<file path="src/rtl/core/ppfl_pkg.sv">
// shared types and constants of the per-cpu page free list allocator
package ppfl_pkg;

    localparam int ADDR_W     = 39;
    localparam int PAGE_SHIFT = 12;
    localparam int CPU_ID_W   = 3;
    localparam int CPU_SEL_W  = 6;
    localparam int CFG_IDX_W  = 1;

    localparam logic [CFG_IDX_W-1:0] REG_REGION_START = 1'b0;
    localparam logic [CFG_IDX_W-1:0] REG_REGION_END   = 1'b1;

    typedef enum logic [1:0] {
        ST_OK       = 2'd0,
        ST_BAD_ADDR = 2'd1,
        ST_NO_PAGE  = 2'd2
    } t_status;

    typedef enum logic {
        OP_FREE  = 1'b0,
        OP_ALLOC = 1'b1
    } t_opcode;

    typedef enum logic [1:0] {
        S_IDLE,
        S_FREE,
        S_POP_HEAD,
        S_POP_LINK
    } t_state;

    typedef struct packed {
        logic                 found;
        logic [CPU_SEL_W-1:0] cpu;
    } t_pick;

endpackage

</file>
<file path="src/rtl/core/ppfl_pick.sv">
// list selection: own list first, else highest other nonempty list
module ppfl_pick #(
    parameter int CPUS = 8
) (
    input  logic [CPUS-1:0]              i_nonempty,
    input  logic [ppfl_pkg::CPU_ID_W-1:0] i_cpu_id,
    output ppfl_pkg::t_pick              o_pick
);

    localparam int CW = (CPUS > 1) ? $clog2(CPUS) : 1;

    logic w_cpu_valid;

    assign w_cpu_valid = 32'(i_cpu_id) < 32'(CPUS);

    always_comb begin
        o_pick = '0;
        for (int i = 0; i < CPUS; i++) begin
            if (i_nonempty[i] && (i != int'(i_cpu_id))) begin
                o_pick.found = 1'b1;
                o_pick.cpu   = ppfl_pkg::CPU_SEL_W'(i);
            end
        end
        if (w_cpu_valid && i_nonempty[CW'(i_cpu_id)]) begin
            o_pick.found = 1'b1;
            o_pick.cpu   = ppfl_pkg::CPU_SEL_W'(i_cpu_id);
        end
    end

endmodule

</file>
<file path="config.mk">
export PLATFORM = sky130hd
export DESIGN_NAME = ppfl_pick
export DESIGN_NICKNAME = d
export VERILOG_FILES = /design/src/rtl/core/ppfl_pkg.sv /design/src/rtl/core/ppfl_pick.sv
export SDC_FILE = /design/constraint.sdc
export NUM_CORES = 1
export LEC_CHECK = 0
export BUFFER_PORTS_ARGS = -buffer_cell sky130_fd_sc_hd__buf_4
export CAP_MARGIN = 30
export CORE_AREA = 2 2 39 41
export DETAILED_ROUTE_END_ITERATION = 7
export DIE_AREA = 0 0 41 43
export PLACE_DENSITY = 0.57
export SLEW_MARGIN = 20
export SYNTH_ARGS = -nofsm -noshare
export SYNTH_HDL_FRONTEND = slang
export SYNTH_SLANG_ARGS = --single-unit
</file>
<file path="constraint.sdc">
create_clock -name vclk -period 4.2
set_input_delay 1.05 -clock vclk [all_inputs]
set_output_delay 1.05 -clock vclk [all_outputs]
set_load 0.02 [all_outputs]
</file>
==> results of run 1 <==
==> per-stage QoR <==
step	total power, W	hold slack (ns)	instance area, µm²	std cells	utilization [%]
finish	0.00006137	2.455	489.2	84	35.35
CTS	0.00006174	2.461	489.2	84	35.35
global route	0.00006725	2.476	489.2	84	35.35
detailed placement	0.00006159	2.456	489.2	84	35.35
floorplan	0.00004256	2.335	402.9	59	-
global placement	0.00006139	2.461	489.2	84	35.35
==> layout make-up <==
type	instances	share of cell area (%)
inverter	1	0.7673
timing repair buffer	15	23.02
tap	16	4.092
multi-input combinational	52	72.12
==> where the power goes <==
group	total [W]	internal (W)	switching, W
combinational	0.0000614	0.0000291	0.0000323
clock	0	0	0
sequential	0	0	0
total	0.0000614	0.0000291	0.0000323
==> placed cells by master, fill, tap and decap left out, drive strengths merged, types with 2 or more instances in the layout <==
master | synthesis | routed
nand3 | 2 | 2
mux2 | 5 | 5
nor2 | 8 | 8
mux2i | 3 | 3
o21ai | 3 | 3
nor2b | 4 | 4
nand2b | 2 | 2
a21oi | 6 | 6
conb | 1 | 3
buf | 6 | 15
nand2 | 4 | 4
==> logic make-up after synthesis <==
kind of cell	Yosys count	synth area share, %
buffers and inverters	7	12.66
AOI/OAI and AO/OA	18	32.60
other	1	0.9485
and+or+nand+nor	22	26.26
muxes	9	27.53
==> how the worst max path moves through the flow <==
stage	to	cells past startpoint
floorplan	o_pick[0]	5
global placement	o_pick[1]	6
detailed placement	o_pick[1]	6
CTS	o_pick[1]	6
global route	o_pick[1]	6
finish	o_pick[1]	6
==> layer usage <==
metal	GRT usage, %	part of all wire, %	routed length (µm)
met5	0	0	0
met3	0	4.2	38
met1	15.82	52	477
met4	0	0	0
met2	15.94	43	394
==> tightest hold or removal path, stage by stage <==
cell	delay, ns
buf_4	0.09
o32ai_1	0.06
nand3_1	0.08
buf_4	0.13
==> impl_metrics.csv, run 1 <==
group,metric,value,unit
route,detail_route.iter0.violations,2,
setup_path,cp_slowest_stage_delay,0.55,ns
final_layout,final_nets,81,
final_layout,regArea,0,µm²
global_routing,grt_first_pass_wirelength,1338,µm
timing,final.setup.worst_slack,0.7548,ns
timing,tns,0,ns
timing,period_needed,3.445,ns
setup_path,crit_chain,"buf_4 -> mux4_2 -> nand2_1 -> o21ai_2 -> o31a_1 -> buf_4",
setup_path,startpoint_type,"input port",
yosys,yosys-top-cells-count,"nor2_1, a21oi_1, mux2_2",
route,wl,910,µm
setup_path,cpMostUsedCell,"buf_4",
die,coreArea,0.001384,mm²
clock_tree,postCtsResizedCells,0,
global_routing,grtUsageTotal,10.09,%
yosys,synthTopCellsByArea,"mux2_2, a21oi_1, mux2i_1, buf_4, nor2_1",
setup_path,critPathCaptureType,"output port",
final_layout,drive_gt1_share,33.82,%
yosys,syn_inst,57,
yosys,synth_top_area_share,14.24,%
yosys,yosysWarnings,0,
final_layout,seq_cell_count,0,
die,die_area,0.001763,mm²
setup_path,crit_type,"input port to output port",
yosys,synth_area_per_cell,6.936,µm²
setup_path,crit_required,3.15,ns
timing,hold_viol_final,0,
setup_path,crit_path_max_fanout,13,
global_routing,antenna_found_initial,0,
placement,place_congestion,0.7490,
route,num_vias,421,
global_routing,grt_max_degree,15,
final_layout,syn_to_final_growth,23.73,%
min_path,worstHoldPathCells,4,
power_and_ir_drop,ir_drop,0.03834,mV
route,drc,0,
setup_path,crit_buf_inv,2,
timing,fmax,290.3,MHz
final_layout,clkbuf_count,0,
min_path,hp-class,"input port to output port",
placement,numPortBuffers,15,
outcome,status,"complete, no violations",
route,dr.pass1.iters,2,
die,io_pins,18,
final_layout,n_fill_cell,159,
min_path,min-delay-start,"i_nonempty[0]",
route,routedWlPerCell,10.83,µm
setup_path,crit_family,"multiplexers",
yosys,yosysMostFrequentCell,"nor2_1",
setup_path,critPathLaunch,"i_cpu_id[0]",
power_and_ir_drop,power_leakage,0.2057,nW
placement,dp_slack,0.7559,ns
yosys,seq_area_frac_synth,0,%
timing,post-route-period-util,82.03,%
final_layout,multi_input_area,352.8,µm²
clock_tree,cts_hold_buf,0,
die,die_height,43,µm
setup_path,cp_slowest_cell,"mux4_2",
clock_tree,cts_post_setup_buffers_inserted,0,
timing,maxSlewViolCount,0,
final_layout,diodes,0,
die,die_w,41,µm
global_routing,grt_pass1_vias,317,
setup_path,arrival,2.40,ns
route,antenna_violating_nets_post_route,0,
min_path,whs_endpoint,"o_pick[6]",
yosys,yosysTopAreaCell,"mux2_2",
yosys,ys_types,27,
die,rows,14,
global_routing,grt.overflow.total,0,
route,routed_via_density,5.012,
timing,setup_viol,0,
yosys,synth_area,395.4,µm²
timing,rsz0062_at_grt,"no",
power_and_ir_drop,p_per_area,125.4,mW/mm²
die,start_util,28.57,%
flow_run,cap_violations,0,
Power figures use the tool's default switching activity.
==> run 2, diff against run 1 <==
Clock period 4.2 ns to 3.5 ns, I/O delays scaled along.
==> run 2 against run 1 <==
  * Via count is 1.7% higher
  * Utilization stayed put
  * Sequential cell count stayed put
  * Total power is 20% higher
  * First-iteration DRC count grew to 3.0 times the previous value
  * Largest power group unchanged
  * Sequential share of layout area stayed put
  * Routed wire length is 1.6% lower
  * Global-route usage is 0.50 points lower
  * Largest cell class unchanged
  * Final area stayed put
  * Hold slack worse by 0.35 ns
  * Non-clock buffer count stayed put
==> impl_metrics.csv, run 2 (synthesized netlist as in run 1, its figures left out) <==
group,metric,value,unit
timing,post-route-period-util,87.96,%
flow_run,cap_violations,0,
outcome,status,"complete, no violations",
global_routing,grt.overflow.total,0,
timing,period_needed,3.079,ns
global_routing,grt_max_degree,15,
die,coreArea,0.001384,mm²
global_routing,grtUsageTotal,9.590,%
route,routedWlPerCell,10.65,µm
route,dr.pass1.iters,2,
timing,maxSlewViolCount,0,
route,drc,0,
setup_path,crit_type,"input port to output port",
setup_path,crit_path_max_fanout,13,
final_layout,final_common_cell,"buf_4",
timing,fmax,324.8,MHz
placement,numPortBuffers,15,
global_routing,grt_pass1_vias,315,
final_layout,clkbuf_count,0,
clock_tree,postCtsResizedCells,0,
final_layout,syn_to_final_growth,23.73,%
global_routing,antenna_found_initial,0,
route,detail_route.iter0.violations,6,
route,antenna_violating_nets_post_route,0,
final_layout,final_nets,81,
final_layout,drive_gt1_share,33.82,%
clock_tree,cts_hold_buf,0,
die,die_w,41,µm
timing,rsz0062_at_grt,"no",
timing,setup_viol,0,
power_and_ir_drop,ir_drop,0.04797,mV
route,num_vias,428,
route,routed_via_density,5.095,
die,io_pins,18,
clock_tree,cts_post_setup_buffers_inserted,0,
die,rows,14,
setup_path,crit_required,2.62,ns
die,die_area,0.001763,mm²
min_path,hp-class,"input port to output port",
placement,dp_hpwl,726.6,µm
final_layout,regArea,0,µm²
global_routing,grt_first_pass_wirelength,1297,µm
die,die_height,43,µm
setup_path,arrival,2.20,ns
timing,hold_viol_final,0,
setup_path,critPathCaptureType,"output port",
final_layout,diodes,0,
final_layout,fin_util,35.35,%
placement,place_congestion,0.7395,
final_layout,seq_cell_count,0,
die,start_util,28.57,%
setup_path,startpoint_type,"input port",
route,wl,895,µm
final_layout,mostFrequentLayoutCells,"buf_4, nor2_1, a21oi_1, mux2_2",
timing,tns,0,ns
power_and_ir_drop,power_leakage,0.2057,nW
power_and_ir_drop,p_per_area,150.1,mW/mm²
-- run 2: routing by layer --
layer  share of wire, %  global-route usage (%)
met3                4.6                       0
met5                  0                       0
met2                 44                   15.31
met4                  0                       0
met1                 52                   14.87
-- run 2: layout make-up --
cell class	count	area (µm²)
multi-input combinational	52	352.8
inverter	1	3.754
fill	154	894.6
tap	16	20.02
timing repair buffer	15	112.6
-- run 2: worst paths after layout --
check,start,endpoint,slack (ns),depth (start not counted)
max,i_cpu_id[0],o_pick[1],0.42,6
min,i_nonempty[0],o_pick[6],2.10,4
-- run 2: critical path, stage by stage --
cell	delay (ns)
buf_4	0.17
mux4_2	0.54
nand2_1	0.10
o21ai_2	0.08
o31a_1	0.28
buf_4	0.16
-- run 2: where the power goes --
group	internal, W	total [W]	switching [W]
Combinational	0.0000349	0.0000734	0.0000386
Sequential	0	0	0
Clock	0	0	0
-- run 2: through the flow --
step | power, W | setup WS [ns] | hold WS, ns | cells | instance area [µm²]
3_3_place_gp | 0.00007362 | 0.4102 | 2.112 | 84 | 489.2
2_1_floorplan | 0.00005107 | 0.7303 | 1.985 | 59 | 402.9
3_5_place_dp | 0.00007398 | 0.4145 | 2.102 | 84 | 489.2
4_1_cts | 0.00007413 | 0.4100 | 2.107 | 84 | 489.2
6_report | 0.00007343 | 0.4215 | 2.103 | 84 | 489.2
5_1_grt | 0.00008050 | 0.3302 | 2.136 | 84 | 489.2
