$ cat src/rtl/core/ppfl_ram.sv
// generic single-write, single-read ram with registered read data
module ppfl_ram #(
    parameter int WIDTH = 16,
    parameter int DEPTH = 8
) (
    input  logic                                 i_clk,
    input  logic                                 i_we,
    input  logic [(DEPTH > 1 ? $clog2(DEPTH) : 1)-1:0] i_waddr,
    input  logic [WIDTH-1:0]                     i_wdata,
    input  logic [(DEPTH > 1 ? $clog2(DEPTH) : 1)-1:0] i_raddr,
    output logic [WIDTH-1:0]                     o_rdata
);

    logic [WIDTH-1:0] mem [DEPTH];

    always_ff @(posedge i_clk) begin
        if (i_we) begin
            mem[i_waddr] <= i_wdata;
        end
        o_rdata <= mem[i_raddr];
    end

endmodule

$ cat config.mk
export PLATFORM = sky130hd
export DESIGN_NAME = ppfl_ram
export DESIGN_NICKNAME = d
export VERILOG_FILES = /design/src/rtl/core/ppfl_ram.sv
export SDC_FILE = /design/constraint.sdc
export NUM_CORES = 1
export LEC_CHECK = 0
export BUFFER_PORTS_ARGS = -buffer_cell sky130_fd_sc_hd__buf_4
export CORE_UTILIZATION = 49
export CTS_CLUSTER_DIAMETER = 50
export DETAILED_ROUTE_END_ITERATION = 16
export HOLD_SLACK_MARGIN = 0.15
export MAX_ROUTING_LAYER = met4
export PLACE_DENSITY = 0.65
export SYNTH_ARGS = -nofsm -noshare
export SYNTH_HDL_FRONTEND = slang
export SYNTH_SLANG_ARGS = --single-unit
$ cat constraint.sdc
create_clock -name i_clk -period 4.1 [get_ports i_clk]
set_input_delay 0.615 -clock i_clk [delete_from_list [all_inputs] [get_ports i_clk]]
set_output_delay 0.615 -clock i_clk [all_outputs]
set_load 0.05 [all_outputs]
==> impl_metrics.toml, run 1 <==
[run_status]
status = "finished, final reports clean"

[placement]
portBuffers = 39
dp_cells = 388
place_area_mm2 = 0.005762
gp_congestion = 0.6418
hpwl_um = 4664

[critical_path]
criticalPathCategory = "flip-flop to primary output"
crit_fanout = 1
r2r_start = "mem[3][13]"
critPathCaptureType = "primary output"
path_cells = "buf_4"
cp.arrival_ns = 1.06
r2r_slack_ns = 2.81
cp_top_family = "flip-flops"
cp_slowest_stage_delay_ns = 0.34
crit_path_start_kind = "flip-flop"
worst-r2r-cell-count = 2
crit_path_top_delay_cell = "dfxtp_1"
path_buf_inv = 1
r2r-end = "o_rdata[13]"
crit_required_ns = 3.48

[sta]
setup_viol = 0
relSlewSlack = 0.5876
maxSlewViolCount = 0
rsz0062_at_grt = "no"
timing.final.crit_share = 0.4076
hold_slack_ns = 0.3314
hold_violations = 0
setup_tns_ns = 0
worst_pin_slew_ns = 0.6153
fin_worst_skew_ns = 0.008830
min_period_ns = 1.671
fmax_ghz = 0.5985

[route]
drc = 0
drt-vias-per-instance = 5.493
dr_total_vias = 2307
postRouteAntennaNets = 0
drt_first_pass_iters = 4
drt-initial-drc-count = 113
detail_route.wl_per_cell_um = 20.57
finalWirelength_um = 8640

[logic_synthesis]
synth_warnings = 0
synth_seq_cells = 144
synth_top_area_share = 0.7261
synth_nets = 238
synth-edff-count = 128
synth_area_mm2 = 0.005294
synth_common_cells = "edfxtp_1, mux4_1, dfxtp_1, mux2_2, nor2_1"
synthFlopType = "edfxtp_1"
synth_most_common_cell = "edfxtp_1"
async_flop_share = 0
avgSynthCellArea_um2 = 24.74
yosysTopAreaCell = "edfxtp_1"
seq_area_frac_synth = 0.7866
synth.distinct_cells = 12
syn_inst = 214
synthTopCellsByArea = "edfxtp_1, mux4_1, dfxtp_1"

[grt]
grt_antenna_before_repair = 0
grt_pass1_vias = 2366
grt_usage = 0.1776
grt_max_degree = 33
global_route.overflow_total = 0
grt_pass1_wl_um = 13490

[floorplanning]
rows = 37
core_mm2 = 0.01042
die_height_um = 105.9
die_w_um = 105.9
dieArea_mm2 = 0.01122
top_level_ports = 40
initial_core_util = 0.5082

[clock_tree]
clock-sinks = 144
path_clk_slew_ns = 0.06
root_buffer = "clkbuf_8"
cts_buffers = 17
cts_hold_buf = 0
clock_path_buffers = 2
cts_setup_buffers = 0
tritoncts = "built"
htreeDepth = 4
cts_resized = 0
clock_latency_ns = 0.51

[finish]
drive_above_1_share = 0.3486
instances_no_fill = 420
n_antenna_cell = 0
fin_nets = 295
regArea_mm2 = 0.004164
area_growth_pct = 20.14
multiInputGateArea_mm2 = 0.001075
design_area_mm2 = 0.006360
fill_cells = 736

[hold_path]
min_to = "mem[6][13]"
min_delay_path_depth = 1
hold_path.class = "input port to flip-flop"
hp-start = "i_wdata[13]"

[flow_run]
max_cap_violations = 0

[power]
leakagePower_nw = 2.217
vdd_drop_max_uv = 328.6
power_density_mw_per_mm2 = 539.5
==> worst max-delay path by stage <==
stage                           start     endpoint  slack (ns)  cells after the start
final                      o_rdata[5]   o_rdata[5]        2.43                      1
after global routing      o_rdata[10]  o_rdata[10]        2.39                      1
after CTS                  o_rdata[6]   o_rdata[6]        2.40                      1
after detailed placement   i_waddr[2]    mem[1][9]        1.92                      4
after global placement     i_waddr[2]    mem[0][9]        1.94                      4
after floorplan            i_waddr[2]    mem[0][0]        1.76                      2
==> sequential cells by signal, summed over array words and instances (netlist names) <==
| signal | cells |
|---|---|
| mem | 128 |
| o_rdata | 16 |
==> power breakdown <==
part           internal (mW)  switching [mW]
clock network          0.941           0.598
registers               1.66          0.0141
logic                 0.0897           0.131
==> cell usage in the layout, fill, tap and decap left out, drive strengths merged <==
cell	netlist	routed
clkinvlp	0	3
buf	8	47
clkbuf	1	19
mux2	16	16
nor3	2	2
mux4	32	32
inv	0	6
nor2	6	6
nand2b	3	3
dfxtp	16	16
bufinv	0	3
edfxtp	128	128
clkinv	0	1
nand2	2	2
==> routing by layer <==
metal | wire (µm) | global-route usage | share of wire | vias to the layer above
li1 | - | - | - | 1039
met1 | 4109 | 0.2456 | 0.48 | 1210
met2 | 4128 | 0.2502 | 0.48 | 45
met3 | 240 | 0.03985 | 0.028 | 13
met4 | 161 | 0.09226 | 0.019 | 0
met5 | 0 | - | 0 | -
==> area by class of cell <==
class | count | area share
clock buffers | 19 | 0.06630
clock inverters | 13 | 0.02774
multi-input cells | 61 | 0.1690
flip-flops and latches | 144 | 0.6547
well taps | 136 | 0.02676
repair buffers | 47 | 0.05548
==> cell families after synthesis <==
kind of cell | count (synthesis) | synth area share
buffers and inverters | 9 | 0.01229
muxes | 48 | 0.1900
DFF | 144 | 0.7866
and+or+nand+nor | 13 | 0.01111
==> metrics by stage <==
step                      power [mW]    util  setup slack, ns
after CTS                      3.465  0.6106            2.402
after floorplan                1.843       -            1.762
after global placement         1.922  0.5532            1.937
final                          3.431  0.6106            2.429
after global routing           3.538  0.6106            2.394
after detailed placement       1.927  0.5532            1.917
No activity file was read; power rests on OpenSTA's default activity.
==> run 2: changes to the inputs <==
--- a/config.mk
+++ b/config.mk
@@ -11,7 +11,7 @@
 export DETAILED_ROUTE_END_ITERATION = 16
 export HOLD_SLACK_MARGIN = 0.15
 export MAX_ROUTING_LAYER = met4
-export PLACE_DENSITY = 0.65
+export PLACE_DENSITY = 0.68
 export SYNTH_ARGS = -nofsm -noshare
 export SYNTH_HDL_FRONTEND = slang
 export SYNTH_SLANG_ARGS = --single-unit
==> constraint.sdc (replaced) <==
create_clock -name i_clk -period 1.5 [get_ports i_clk]
set_input_delay 0.225 -clock i_clk [delete_from_list [all_inputs] [get_ports i_clk]]
set_output_delay 0.225 -clock i_clk [all_outputs]
set_load 0.05 [all_outputs]
==> run 2 against run 1 <==
  * First-iteration DRC count grew 1.8%
  * Largest power group unchanged
  * Sequential share of layout area down 3.4 points
  * Via count rose by 3.3%
  * Largest cell class unchanged
  * Combinational power increased to 3.1 times the previous value
  * Register-to-register slack got worse by 2.6 ns
  * Sequential power increased to 2.7 times the previous value
  * Global-route usage down 0.27 points
  * Power rose to 2.8 times the previous value
  * Flip-flop and latch count is the same
==> impl_metrics.toml, run 2 (same netlist as run 1, synthesis figures left out) <==
[grt]
grt_max_degree = 21
grt_pass1_vias = 2487
grt_usage = 0.1750
global_route.overflow_total = 0
grt_antenna_before_repair = 0
grt_pass1_wl_um = 13290

[critical_path]
crit_fanout = 1
r2r_slack_ns = 0.20
cp_top_family = "multiplexers"
crit_path_start_kind = "flip-flop"
cp-endpoint = "o_rdata[9]"
path_cells = "mux4_1, mux2_2"
worst-r2r-cell-count = 2
critPathCaptureType = "flip-flop"
cp-startpoint = "mem[4][9]"
r2r_start = "mem[4][9]"
criticalPathCategory = "flip-flop to flip-flop"
crit_path_top_delay_cell = "mux4_1"
path_buf_inv = 0
crit_required_ns = 1.89
cp_slowest_stage_delay_ns = 0.52
cp.depth = 2
r2r-end = "o_rdata[9]"
cp.arrival_ns = 1.69

[placement]
pre_cts_ws_ns = -0.008645
portBuffers = 39
gp_congestion = 0.6734
hpwl_um = 4636
place_area_mm2 = 0.005937

[finish]
fin_nets = 316
design_area_mm2 = 0.006708
regMostFlops = "mem"
final_cell_mix = "edfxtp_1, buf_4, mux4_1"
area_growth_pct = 26.71
reg_top3 = "mem: 128 flops, o_rdata: 16 flops"
largest_reg_flops = 128
n_antenna_cell = 0
final_common_cell = "edfxtp_1"
drive_above_1_share = 0.3410

[sta]
setup_viol = 0
fmax_ghz = 0.7703
setup_ws_ns = 0.2018
worst_pin_slew_ns = 0.2812
hold_violations = 0
fin_worst_skew_ns = 0.006746
min_period_ns = 1.298
rsz0062_at_grt = "no"
relSlewSlack = 0.8125
timing.final.crit_share = 0.8654
maxSlewViolCount = 0

[route]
postRouteAntennaNets = 0
dr_total_vias = 2382
detail_route.wl_per_cell_um = 19.79
drt-vias-per-instance = 5.401
drt_first_pass_iters = 5
drc = 0
finalWirelength_um = 8729
drt-initial-drc-count = 115

[power]
p_seq_frac = 0.481
p_sw_frac = 0.2057
p_comb_frac = 0.071
net-switching-power_mw = 1.953
internal_power_mw = 7.539
vdd_drop_max_uv = 735.8
power_density_mw_per_mm2 = 1415
leakagePower_nw = 2.343
power_frac_clock = 0.447

[clock_tree]
tritoncts = "built"
htreeDepth = 4
clock_latency_ns = 0.50
cts_buffers = 17
path_clk_slew_ns = 0.06
cts_resized = 0
cts_setup_buffers = 0
clock-sinks = 144
cts_hold_buf = 16
clock_path_buffers = 2
root_buffer = "clkbuf_8"

[floorplanning]
initial_core_util = 0.5082
dieArea_mm2 = 0.01122
die_height_um = 105.9
core_mm2 = 0.01042
die_w_um = 105.9
top_level_ports = 40
rows = 37

[run_status]
status = "finished, final reports clean"

[flow_run]
max_cap_violations = 0

[hold_path]
hold_path.class = "input port to flip-flop"
-- run 2: changes by cell type in the layout (fill, tap and decap cells not counted), sizes merged --
cell         before  now
dlygate4sd3       0   16
inv               6    0
buf              47   52
clkinv            1    4
clkinvlp          3    5
bufinv            3    4
-- run 2: worst min-delay path by stage --
stage	startpoint	end	slack, ns	depth (start not counted)
floorplan	i_wdata[0]	mem[0][0]	0.32	0
global placement	i_wdata[10]	mem[0][10]	0.46	1
detailed placement	i_wdata[5]	mem[0][5]	0.46	1
CTS	i_raddr[1]	o_rdata[13]	0.19	2
global route	i_raddr[1]	o_rdata[13]	0.19	2
finish	i_raddr[1]	o_rdata[0]	0.21	2
-- run 2: per-layer routing --
| metal | up-vias | global-route usage | routed length (µm) |
|---|---|---|---|
| li1 | 1080 | - | - |
| met1 | 1233 | 0.2103 | 3785 |
| met2 | 63 | 0.2866 | 4461 |
| met3 | 6 | 0.05212 | 426 |
| met4 | 0 | 0.05655 | 55 |
| met5 | - | - | 0 |
-- run 2: area by class of cell --
type	instances	area (µm²)
sequential	144	4164
fill	705	3709
multi-input combinational	61	1075
timing repair buffer	68	688.2
clock buffer	19	421.7
clock inverter	13	188.9
tap	136	170.2
-- run 2: stage by stage --
stage	std cells	TNS, ns	hold slack [ns]	total power, mW	util
5_1_grt	441	0	0.1887	9.777	0.6440
4_1_cts	441	0	0.1877	9.564	0.6440
6_report	441	0	0.2100	9.492	0.6440
3_5_place_dp	393	-0.008645	0.4602	5.302	0.5700
3_3_place_gp	393	0	0.4556	5.288	0.5700
2_1_floorplan	214	-0.7848	0.3239	5.037	-
-- run 2: power by group through the flow --
| stage | clock, mW | sequential, mW | combinational, mW |
|---|---|---|---|
| 2_1_floorplan | 0 | 4.81 | 0.229 |
| 3_3_place_gp | 0 | 4.65 | 0.641 |
| 3_5_place_dp | 0 | 4.65 | 0.650 |
| 4_1_cts | 4.31 | 4.57 | 0.686 |
| 5_1_grt | 4.48 | 4.58 | 0.715 |
| 6_report | 4.25 | 4.57 | 0.677 |
